`config.mk`:
```
export PLATFORM = sky130hd
export DESIGN_NAME = msqd_ctrl
export DESIGN_NICKNAME = d
export VERILOG_FILES = /design/src/hdl/msqd_pkg.sv /design/src/hdl/msqd_ctrl.sv
export SDC_FILE = /design/constraint.sdc
export NUM_CORES = 1
export LEC_CHECK = 0
export BUFFER_PORTS_ARGS = -buffer_cell sky130_fd_sc_hd__buf_2
export CORE_AREA = 4 4 41 43
export DETAILED_ROUTE_END_ITERATION = 10
export DIE_AREA = 0 0 45 47
export HOLD_SLACK_MARGIN = 0.05
export PLACE_DENSITY = 0.49
export RECOVER_POWER = 100
export SLEW_MARGIN = 5
export SYNTH_ARGS = -nofsm -noshare
export SYNTH_HDL_FRONTEND = slang
export SYNTH_SLANG_ARGS = --single-unit
```
`constraint.sdc`:
```
create_clock -name clock -period 1.3 [get_ports clock]
set_input_delay 0.26 -clock clock [delete_from_list [all_inputs] [get_ports clock]]
set_output_delay 0.26 -clock clock [all_outputs]
set_load 0.01 [all_outputs]
```
`src/hdl/msqd_pkg.sv`:
```
// Package for the multi-server queue dispatcher: sizes, codes and
// controller/datapath command and status structs. No dependencies.
`timescale 1ns / 1ps
package msqd_pkg;
   localparam int SERVERS_DEF = 8;
   localparam int QUEUE_DEPTH_DEF = 16;
   localparam int TIME_BITS_DEF = 32;

   localparam int OP_W = 2;
   localparam int DRAW_W = 15;
   localparam int STATUS_W = 3;
   localparam int SIDX_W = 3;
   localparam int FINISH_W = 32;
   localparam int DONE_W = 4;
   localparam int NOW_W = 32;
   localparam int CNT_W = 32;
   localparam int STAY_W = 48;
   localparam int CSR_IDX_W = 2;
   localparam int CSR_DATA_W = 16;

   localparam logic [OP_W-1:0] OP_TICK = 2'd0;
   localparam logic [OP_W-1:0] OP_ARRIVE = 2'd1;
   localparam logic [OP_W-1:0] OP_START = 2'd2;
   localparam logic [OP_W-1:0] OP_NONE = 2'd3;

   localparam logic [STATUS_W-1:0] ST_TICK = 3'd0;
   localparam logic [STATUS_W-1:0] ST_PLACED = 3'd1;
   localparam logic [STATUS_W-1:0] ST_REJECT = 3'd2;
   localparam logic [STATUS_W-1:0] ST_STARTED = 3'd3;
   localparam logic [STATUS_W-1:0] ST_NONE = 3'd4;

   localparam logic [CSR_IDX_W-1:0] CSR_SERVERS = 2'd0;
   localparam logic [CSR_IDX_W-1:0] CSR_LIMIT = 2'd1;
   localparam logic [CSR_IDX_W-1:0] CSR_MIN = 2'd2;
   localparam logic [CSR_IDX_W-1:0] CSR_MAX = 2'd3;

   // controller -> datapath
   typedef struct packed {
      logic load;      // capture item, clear scan state
      logic scan;      // visit current server
      logic advance;   // step scan index
      logic tick;      // bump the clock
      logic div_start; // launch duration remainder
      logic commit;    // apply the chosen action
      logic rd_head;   // fetch queue head entry
   } msqd_cmd_type;

   // datapath -> controller
   typedef struct packed {
      logic scan_last;
      logic div_done;
   } msqd_sts_type;
endpackage

```
`src/hdl/msqd_ctrl.sv`:
```
// Controller for the dispatcher: sequences scan, divide and commit.
// Depends on msqd_pkg.
`timescale 1ns / 1ps
module msqd_ctrl (
   input  logic clock,
   input  logic reset,
   input  logic in_valid,
   output logic in_ready,
   input  logic [msqd_pkg::OP_W-1:0] in_op,
   output logic out_valid,
   input  logic out_ready,
   output msqd_pkg::msqd_cmd_type cmd,
   input  msqd_pkg::msqd_sts_type sts
);
   import msqd_pkg::*;

   typedef enum logic [2:0] {S_IDLE, S_SCAN, S_DIV, S_HEAD, S_COMMIT, S_OUT} state_type;
   state_type state_ff;
   logic [OP_W-1:0] op_ff;

   always_comb begin
      cmd = '0;
      cmd.load = (state_ff == S_IDLE) && in_valid && (in_op != OP_NONE);
      cmd.tick = cmd.load && (in_op == OP_TICK);
      cmd.scan = (state_ff == S_SCAN);
      cmd.advance = (state_ff == S_SCAN) && !sts.scan_last;
      cmd.div_start = (state_ff == S_SCAN) && sts.scan_last;
      cmd.rd_head = (state_ff == S_HEAD);
      cmd.commit = (state_ff == S_COMMIT);
   end

   assign in_ready = (state_ff == S_IDLE);
   assign out_valid = (state_ff == S_OUT);

   always_ff @(posedge clock) begin
      if (reset) begin
         state_ff <= S_IDLE;
         op_ff <= OP_TICK;
      end else begin
         unique case (state_ff)
            S_IDLE: if (cmd.load) begin
               op_ff <= in_op;
               state_ff <= S_SCAN;
            end
            S_SCAN: if (sts.scan_last) begin
               state_ff <= (op_ff == OP_START) ? S_DIV : S_COMMIT;
            end
            S_DIV: if (sts.div_done) state_ff <= S_HEAD;
            S_HEAD: state_ff <= S_COMMIT;
            S_COMMIT: state_ff <= S_OUT;
            S_OUT: if (out_ready) state_ff <= S_IDLE;
            default: state_ff <= S_IDLE;
         endcase
      end
   end
endmodule

```
==> run_summary.xml, run 1 <==
<?xml version="1.0" encoding="UTF-8"?>
<metrics>
  <group name="setup_path">
    <metric name="critical_path.endpoint_type" unit="">primary output</metric>
    <metric name="critical_path_arrival" unit="ns">1.39</metric>
    <metric name="critPathRequiredTime" unit="ns">1.04</metric>
    <metric name="criticalPathCategory" unit="">reg -&gt; out</metric>
    <metric name="worst_setup_path_startpoint" unit="">state_ff[0]$_SDFFE_PP0P_</metric>
    <metric name="worst_r2r_startpoint" unit="">state_ff[0]$_SDFFE_PP0P_</metric>
    <metric name="timing.critical_path.fanout_max" unit="">3</metric>
    <metric name="critPathLaunchType" unit="">flop</metric>
  </group>
  <group name="placed_design">
    <metric name="count_of_buffers_from_port_buffering" unit="">16</metric>
    <metric name="dp_cells" unit="">77</metric>
    <metric name="gp_congestion" unit="">0.643</metric>
    <metric name="dp_hpwl" unit="µm">720</metric>
    <metric name="setup_slack_after_placement" unit="ns">-0.194</metric>
    <metric name="postPlaceCellArea" unit="µm²">499</metric>
  </group>
  <group name="timing">
    <metric name="unrepaired_setup_endpoints_after_global_routing" unit="">true</metric>
    <metric name="final_min_period_over_clock_period" unit="%">127</metric>
    <metric name="fin_skew" unit="ns">0.00274</metric>
    <metric name="timing.final.max_slew_violations" unit="">0</metric>
    <metric name="timing.setup.tns" unit="ns">-2.76</metric>
    <metric name="maxSlewHeadroom" unit="%">63.5</metric>
    <metric name="fmax" unit="MHz">605</metric>
    <metric name="worst_slack" unit="ns">-0.353</metric>
    <metric name="final_hold_viol_count" unit="">0</metric>
    <metric name="post-route-min-period" unit="ns">1.65</metric>
    <metric name="timing.hold.ws" unit="ns">0.222</metric>
    <metric name="worst-slew-pin-transition" unit="ns">0.543</metric>
    <metric name="endpoints_failing_setup" unit="">14</metric>
  </group>
  <group name="power_and_ir_drop">
    <metric name="power-per-cell-area" unit="nW/µm²">1050</metric>
    <metric name="share_comb_of_total_power" unit="%">49.1</metric>
    <metric name="power_switching_share" unit="%">32.0</metric>
    <metric name="power_report.internal_total" unit="mW">0.483</metric>
    <metric name="power.sequential.fraction" unit="%">25.1</metric>
    <metric name="static-leakage-power" unit="nW">0.303</metric>
    <metric name="switchingPower" unit="mW">0.227</metric>
    <metric name="post-layout-total-power" unit="mW">0.710</metric>
    <metric name="irDropWorstVdd" unit="mV">0.464</metric>
    <metric name="clock_power_share" unit="%">25.7</metric>
  </group>
  <group name="detailed_routing">
    <metric name="wl_per_cell" unit="µm">12.8</metric>
    <metric name="viasPerCell" unit="">4.80</metric>
    <metric name="vias" unit="">422</metric>
    <metric name="detail_route.wirelength" unit="µm">1130</metric>
    <metric name="drtIter0Drc" unit="">1</metric>
    <metric name="drtPass1Iterations" unit="">2</metric>
    <metric name="ant_nets" unit="">0</metric>
    <metric name="drt_drc_violations_left" unit="">0</metric>
  </group>
  <group name="yosys">
    <metric name="yosysWarningCount" unit="">0</metric>
    <metric name="synth.lib_cells_used.distinct" unit="">24</metric>
    <metric name="avgSynthCellArea" unit="µm²">8.10</metric>
    <metric name="synth_sequential_area_ratio" unit="%">29.4</metric>
    <metric name="post-synth-top-area-cell" unit="">dfxtp_1</metric>
    <metric name="synth.cell_area" unit="µm²">340</metric>
    <metric name="number_of_enable_flip_flop_cells_after_synthesis" unit="">0</metric>
    <metric name="synth_top_flop_cell" unit="">dfxtp_1</metric>
    <metric name="synth_top_cells_by_area" unit="">dfxtp_1 29%, o221a_1 9.9%, nor3_1 4.4%</metric>
    <metric name="synth.ff_latch_count" unit="">5</metric>
    <metric name="synth_async_sr_flop_share" unit="%">0</metric>
    <metric name="synth_fp_nets" unit="">50</metric>
    <metric name="yosys_top_cell_area_share" unit="%">29.4</metric>
    <metric name="postSynthCellCount" unit="">42</metric>
  </group>
  <group name="global_routing">
    <metric name="number_of_global_route_vias_before_repair" unit="">401</metric>
    <metric name="global_route.usage.total" unit="%">12.0</metric>
    <metric name="grt_overflow" unit="">0</metric>
    <metric name="global_route_wire_length_before_repair" unit="µm">1760</metric>
    <metric name="grt_start_max_net_pins" unit="">13</metric>
    <metric name="antenna_found_initial" unit="">0</metric>
  </group>
  <group name="floorplanning">
    <metric name="start_util" unit="%">26.2</metric>
    <metric name="fp.dieW" unit="µm">45</metric>
    <metric name="core_footprint" unit="µm²">1300</metric>
    <metric name="die_height" unit="µm">47</metric>
    <metric name="io_pins" unit="">17</metric>
    <metric name="placement_rows" unit="">13</metric>
    <metric name="fp.dieArea" unit="µm²">2120</metric>
  </group>
  <group name="outcome">
    <metric name="failed_checks" unit="">setup timing</metric>
    <metric name="run_status" unit="">finished, violations left</metric>
  </group>
  <group name="finish">
    <metric name="syn_to_final_growth" unit="%">98.2</metric>
    <metric name="insertedDiodeCount" unit="">0</metric>
    <metric name="drive_above_1_share" unit="%">67.1</metric>
    <metric name="fillCellCount" unit="">135</metric>
    <metric name="final_cell_area" unit="µm²">674</metric>
    <metric name="design.final.nets" unit="">82</metric>
    <metric name="final_cell_count_no_fill" unit="">88</metric>
    <metric name="final_cell_utilization_of_the_core" unit="%">51.8</metric>
    <metric name="register_area" unit="µm²">104</metric>
    <metric name="multi_input_area" unit="µm²">295</metric>
  </group>
  <group name="clocking">
    <metric name="cts_tree" unit="">yes</metric>
    <metric name="cts.clk_slew.worst_paths" unit="ns">0.04</metric>
    <metric name="clock_tree.htree_level_count" unit="">1</metric>
    <metric name="worst_skew_pair.late_latency" unit="ns">0.25</metric>
    <metric name="postCtsHoldBufs" unit="">0</metric>
    <metric name="cts_sinks" unit="">5</metric>
    <metric name="cts_buffers" unit="">3</metric>
    <metric name="max-clock-path-buffers" unit="">2</metric>
    <metric name="clock_tree.root_cell" unit="">clkbuf_4</metric>
  </group>
  <group name="job">
    <metric name="maxCapViolations" unit="">0</metric>
  </group>
  <group name="min_path">
    <metric name="hp-start" unit="">reset</metric>
    <metric name="hold_removal_path_class" unit="">in -&gt; reg</metric>
  </group>
</metrics>
## synth_stat cells (2+ instances only)
master,instances
nor2b_1,2
and2_1,2
a21oi_1,2
nor3_1,3
nor2_1,4
dfxtp_1,5
o221a_1,3
inv_1,4
nand3b_1,2
## registers in the layout (all words and copies together), names as in the netlist
signal    count
state_ff      3
op_ff         2
## what timing repair did
action	in CTS	in global routing
setup endpoints to repair	14	14
pin swaps	4	3
gates resized for setup	17	9
buffers inserted	6	2
## cells in the final DEF, fill, tap and decap left out, drive strengths merged, types with 2 or more instances in the layout
| cell | n |
|---|---|
| a21oi | 2 |
| and2 | 2 |
| buf | 29 |
| clkbuf | 4 |
| dfxtp | 5 |
| inv | 4 |
| nand3b | 2 |
| nor2 | 4 |
| nor2b | 2 |
| nor3 | 3 |
| o221a | 3 |
## cells by family (layout without fill, tap and decap cells)
| logic type | Yosys count | after routing | synth area share (%) |
|---|---|---|---|
| compound gates | 9 | 9 | 21.7 |
| buf+inv | 6 | 37 | 6.98 |
| flops | 5 | 5 | 29.4 |
| mux | 2 | 2 | 6.25 |
| simple gates | 20 | 20 | 35.7 |
## per-layer routing
layer  global-route usage [%]  part of all wire (%)  routed length, µm  vias to the layer above
met1                     11.9                    37                414                      192
met4                     7.02                   1.2                 14                        0
met3                     2.30                   6.7                 75                        2
li1                         -                     -                  -                      214
met2                     22.9                    55                620                       14
met5                        0                     0                  0                        -
## critical path, cell delays in order, from the launching register on
cell and delay (ns):
dfxtp_2 0.31, or4b_4 0.58, nor3_4 0.12, buf_2 0.14
## final cells by class
cell class | instances | share of cell area (%)
clock buffer | 4 | 3.90
tap | 15 | 2.78
inverter | 4 | 2.60
multi-input combinational | 31 | 43.8
timing repair buffer | 29 | 31.5
sequential | 5 | 15.4
## power groups by stage
stage / Sequential, mW / Clock (mW) / Combinational, mW
after CTS: 0.177 / 0.188 / 0.310
after floorplan: 0.183 / 0 / 0.131
after detailed placement: 0.178 / 0 / 0.209
final: 0.179 / 0.183 / 0.349
after global routing: 0.179 / 0.194 / 0.379
after global placement: 0.179 / 0 / 0.209
## path summary, 6_finish.rpt
check	slack (ns)	to	cells past startpoint
min reg2reg	0.52	op_ff[0]$_SDFFE_PP0P_	1
max reg2reg	-0.31	op_ff[1]$_SDFFE_PP0P_	5
max	-0.35	cmd[3]	3
min	0.22	state_ff[2]$_SDFFE_PP0P_	2
No activity file was read; power rests on OpenSTA's default activity.
==> run 2, diff against run 1 <==
--- a/config.mk
+++ b/config.mk
@@ -5,6 +5,7 @@
 export SDC_FILE = /design/constraint.sdc
 export NUM_CORES = 1
 export LEC_CHECK = 0
+export ABC_AREA = 1
 export BUFFER_PORTS_ARGS = -buffer_cell sky130_fd_sc_hd__buf_2
 export CORE_AREA = 4 4 41 43
 export DETAILED_ROUTE_END_ITERATION = 10
==> run_summary.xml, run 2 <==
<?xml version="1.0" encoding="UTF-8"?>
<metrics>
  <group name="finish">
    <metric name="drive_above_1_share" unit="%">59.6</metric>
    <metric name="final_cell_area" unit="µm²">672</metric>
    <metric name="largest_register_ffs" unit="">3</metric>
    <metric name="multi_input_area" unit="µm²">241</metric>
    <metric name="syn_to_final_growth" unit="%">93.2</metric>
    <metric name="most-common-layout-cells" unit="">15 x buf_2, 14 x buf_4, 10 x inv_1</metric>
    <metric name="registers.top_by_ff_count" unit="">state_ff</metric>
    <metric name="design.final.nets" unit="">103</metric>
    <metric name="fillCellCount" unit="">156</metric>
    <metric name="register_area" unit="µm²">111</metric>
    <metric name="final_cell_count_no_fill" unit="">109</metric>
    <metric name="insertedDiodeCount" unit="">0</metric>
    <metric name="final_cell_utilization_of_the_core" unit="%">51.6</metric>
    <metric name="top_regs" unit="">state_ff x3, op_ff x2</metric>
    <metric name="layout_commonest_cell" unit="">buf_2</metric>
  </group>
  <group name="setup_path">
    <metric name="timing.critical_path.fanout_max" unit="">4</metric>
    <metric name="critical_path.cell_chain" unit="">nor2_4 -&gt; nand2_4 -&gt; nor2_4 -&gt; nand2_2 -&gt; nor2_1 -&gt; buf_2</metric>
    <metric name="critical_path_buf_inv_count" unit="">1</metric>
    <metric name="critical_path.endpoint_type" unit="">primary output</metric>
    <metric name="worst_r2r_path_depth" unit="">8</metric>
    <metric name="path_depth" unit="">6</metric>
    <metric name="worst_r2r_startpoint" unit="">state_ff[0]$_SDFFE_PP0P_</metric>
    <metric name="worst-r2r-setup-slack" unit="ns">0.08</metric>
    <metric name="cp-endpoint" unit="">cmd[3]</metric>
    <metric name="critPathLaunchType" unit="">flop</metric>
    <metric name="criticalPathCategory" unit="">reg -&gt; out</metric>
    <metric name="critical-path-top-cell-by-count" unit="">nor2_4</metric>
    <metric name="slowest_stage" unit="">dfxtp_4</metric>
    <metric name="critical-path-top-delay-family" unit="">simple AND/OR/NAND/NOR gates</metric>
    <metric name="critPathRequiredTime" unit="ns">1.04</metric>
    <metric name="critical_path_arrival" unit="ns">1.16</metric>
    <metric name="crit-reg2reg-capture" unit="">op_ff[0]$_SDFFE_PP0P_</metric>
    <metric name="cp_slowest_stage_delay" unit="ns">0.36</metric>
    <metric name="worst_setup_path_startpoint" unit="">state_ff[0]$_SDFFE_PP0P_</metric>
  </group>
  <group name="timing">
    <metric name="fin_skew" unit="ns">0.00815</metric>
    <metric name="post-route-min-period" unit="ns">1.42</metric>
    <metric name="worst_slack" unit="ns">-0.118</metric>
    <metric name="maxSlewHeadroom" unit="%">77.2</metric>
    <metric name="timing.setup.tns" unit="ns">-0.525</metric>
    <metric name="unrepaired_setup_endpoints_after_global_routing" unit="">true</metric>
    <metric name="final_min_period_over_clock_period" unit="%">109</metric>
    <metric name="fmax" unit="MHz">705</metric>
    <metric name="final_hold_viol_count" unit="">0</metric>
    <metric name="timing.final.max_slew_violations" unit="">0</metric>
    <metric name="worst-slew-pin-transition" unit="ns">0.341</metric>
    <metric name="endpoints_failing_setup" unit="">8</metric>
  </group>
  <group name="detailed_routing">
    <metric name="wl_per_cell" unit="µm">9.40</metric>
    <metric name="ant_nets" unit="">0</metric>
    <metric name="detail_route.wirelength" unit="µm">1030</metric>
    <metric name="drtPass1Iterations" unit="">4</metric>
    <metric name="vias" unit="">460</metric>
    <metric name="viasPerCell" unit="">4.22</metric>
    <metric name="drt_drc_violations_left" unit="">0</metric>
    <metric name="drtIter0Drc" unit="">1</metric>
  </group>
  <group name="clocking">
    <metric name="max-clock-path-buffers" unit="">2</metric>
    <metric name="worst_skew_pair.late_latency" unit="ns">0.24</metric>
    <metric name="cts_sinks" unit="">5</metric>
    <metric name="clock_tree.htree_level_count" unit="">1</metric>
    <metric name="cts_buffers" unit="">3</metric>
    <metric name="clock_tree.root_cell" unit="">clkbuf_4</metric>
    <metric name="cts.clk_slew.worst_paths" unit="ns">0.05</metric>
    <metric name="cts_tree" unit="">yes</metric>
  </group>
  <group name="placed_design">
    <metric name="count_of_buffers_from_port_buffering" unit="">16</metric>
    <metric name="postPlaceCellArea" unit="µm²">462</metric>
    <metric name="dp_cells" unit="">91</metric>
    <metric name="gp_congestion" unit="">0.807</metric>
    <metric name="dp_hpwl" unit="µm">710</metric>
  </group>
  <group name="yosys">
    <metric name="yosysWarningCount" unit="">0</metric>
    <metric name="yosys-top-cells-count" unit="">11 x inv_1, 10 x nand2_1, 8 x nor2_1</metric>
    <metric name="postSynthCellCount" unit="">58</metric>
    <metric name="number_of_enable_flip_flop_cells_after_synthesis" unit="">0</metric>
    <metric name="post-synth-top-area-cell" unit="">dfxtp_1</metric>
    <metric name="synth_fp_nets" unit="">66</metric>
    <metric name="synth_top_flop_cell" unit="">dfxtp_1</metric>
    <metric name="yosys_top_cell_area_share" unit="%">28.8</metric>
    <metric name="synth_top_cells_by_area" unit="">dfxtp_1 29%, inv_1 12%, nand2_1 11%</metric>
    <metric name="synth.lib_cells_used.distinct" unit="">15</metric>
    <metric name="synth.cell_area" unit="µm²">348</metric>
    <metric name="synth_most_common_cell" unit="">inv_1</metric>
    <metric name="synth.ff_latch_count" unit="">5</metric>
    <metric name="avgSynthCellArea" unit="µm²">6.00</metric>
    <metric name="synth_sequential_area_ratio" unit="%">28.8</metric>
    <metric name="synth_async_sr_flop_share" unit="%">0</metric>
  </group>
  <group name="floorplanning">
    <metric name="fp.dieArea" unit="µm²">2120</metric>
    <metric name="die_height" unit="µm">47</metric>
    <metric name="fp.dieW" unit="µm">45</metric>
    <metric name="start_util" unit="%">26.7</metric>
    <metric name="core_footprint" unit="µm²">1300</metric>
    <metric name="io_pins" unit="">17</metric>
    <metric name="placement_rows" unit="">13</metric>
  </group>
  <group name="power_and_ir_drop">
    <metric name="static-leakage-power" unit="nW">0.354</metric>
    <metric name="irDropWorstVdd" unit="mV">0.718</metric>
    <metric name="power-per-cell-area" unit="nW/µm²">1230</metric>
  </group>
  <group name="outcome">
    <metric name="failed_checks" unit="">setup timing</metric>
    <metric name="run_status" unit="">finished, violations left</metric>
  </group>
  <group name="global_routing">
    <metric name="global_route.usage.total" unit="%">10.9</metric>
    <metric name="grt_overflow" unit="">0</metric>
    <metric name="number_of_global_route_vias_before_repair" unit="">423</metric>
    <metric name="antenna_found_initial" unit="">0</metric>
    <metric name="grt_start_max_net_pins" unit="">7</metric>
    <metric name="global_route_wire_length_before_repair" unit="µm">1660</metric>
  </group>
  <group name="min_path">
    <metric name="hold_removal_path_class" unit="">in -&gt; reg</metric>
    <metric name="hp-start" unit="">reset</metric>
  </group>
  <group name="job">
    <metric name="maxCapViolations" unit="">0</metric>
  </group>
</metrics>
run 2: how the worst min path moves through the flow:
stage / cells after the start / slack (ns) / end
floorplan: 1 / 0.33 / state_ff[0]$_SDFFE_PP0P_
global placement: 2 / 0.45 / op_ff[1]$_SDFFE_PP0P_
detailed placement: 2 / 0.44 / op_ff[1]$_SDFFE_PP0P_
CTS: 2 / 0.21 / state_ff[1]$_SDFFE_PP0P_
global route: 2 / 0.21 / state_ff[1]$_SDFFE_PP0P_
finish: 2 / 0.22 / state_ff[1]$_SDFFE_PP0P_
run 2: report_power, final:
group	leakage, nW	internal (mW)	total, mW	switching [mW]
combinational	0.296	0.229	0.444	0.215
sequential	0.0432	0.179	0.202	0.0227
clock	0.0150	0.116	0.181	0.0647
total	0.354	0.524	0.826	0.302
run 2: cell families (layout without fill, tap and decap cells):
group                  count (synthesis)  after routing  share of synthesized area (%)
AND/OR/NAND/NOR                       29             29                           40.6
AO/OA/AOI/OAI                         10             10                           15.5
flip-flops                             5              5                           28.8
buffers and inverters                 14             50                           15.1
run 2: metal layers:
metal / vias to the layer above / share of wire, % / track usage, %
met4: 0 / 2.0 / 8.19
met5: - / 0 / 0
met1: 196 / 43 / 12.5
met3: 2 / 5.3 / 4.21
li1: 252 / - / -
met2: 10 / 50 / 16.4
run 2: area by class of cell:
cell class	count	area share (%)
well taps	15	2.79
flip-flops and latches	5	16.6
inverters	14	8.94
clock buffers	4	3.91
repair buffers	32	31.8
multi-input cells	39	35.9
run 2: repair_timing:
action                                  CTS  global route
hold buffers                              0             0
pin swaps                                 5             3
endpoints found under the setup margin    8            11
buffers inserted                         10             4
resized for setup                        20             6
run 2: worst reg2reg max path: stages, from the launching register on:
cell and delay [ns]:
dfxtp_4 0.36, nor2_4 0.13, nand2_4 0.06, nor2_4 0.10, nand2_2 0.06, buf_4 0.12
buf_4 0.13, o21ai_2 0.10, a21oi_1 0.05
run 2: per-stage QoR:
step                hold WS (ns)  power, mW  setup slack [ns]
floorplan                  0.329      0.372             0.134
global route               0.215      0.894            -0.213
global placement           0.448      0.456            0.0667
detailed placement         0.443      0.454            0.0411
CTS                        0.211      0.773            -0.148
finish                     0.217      0.826            -0.118
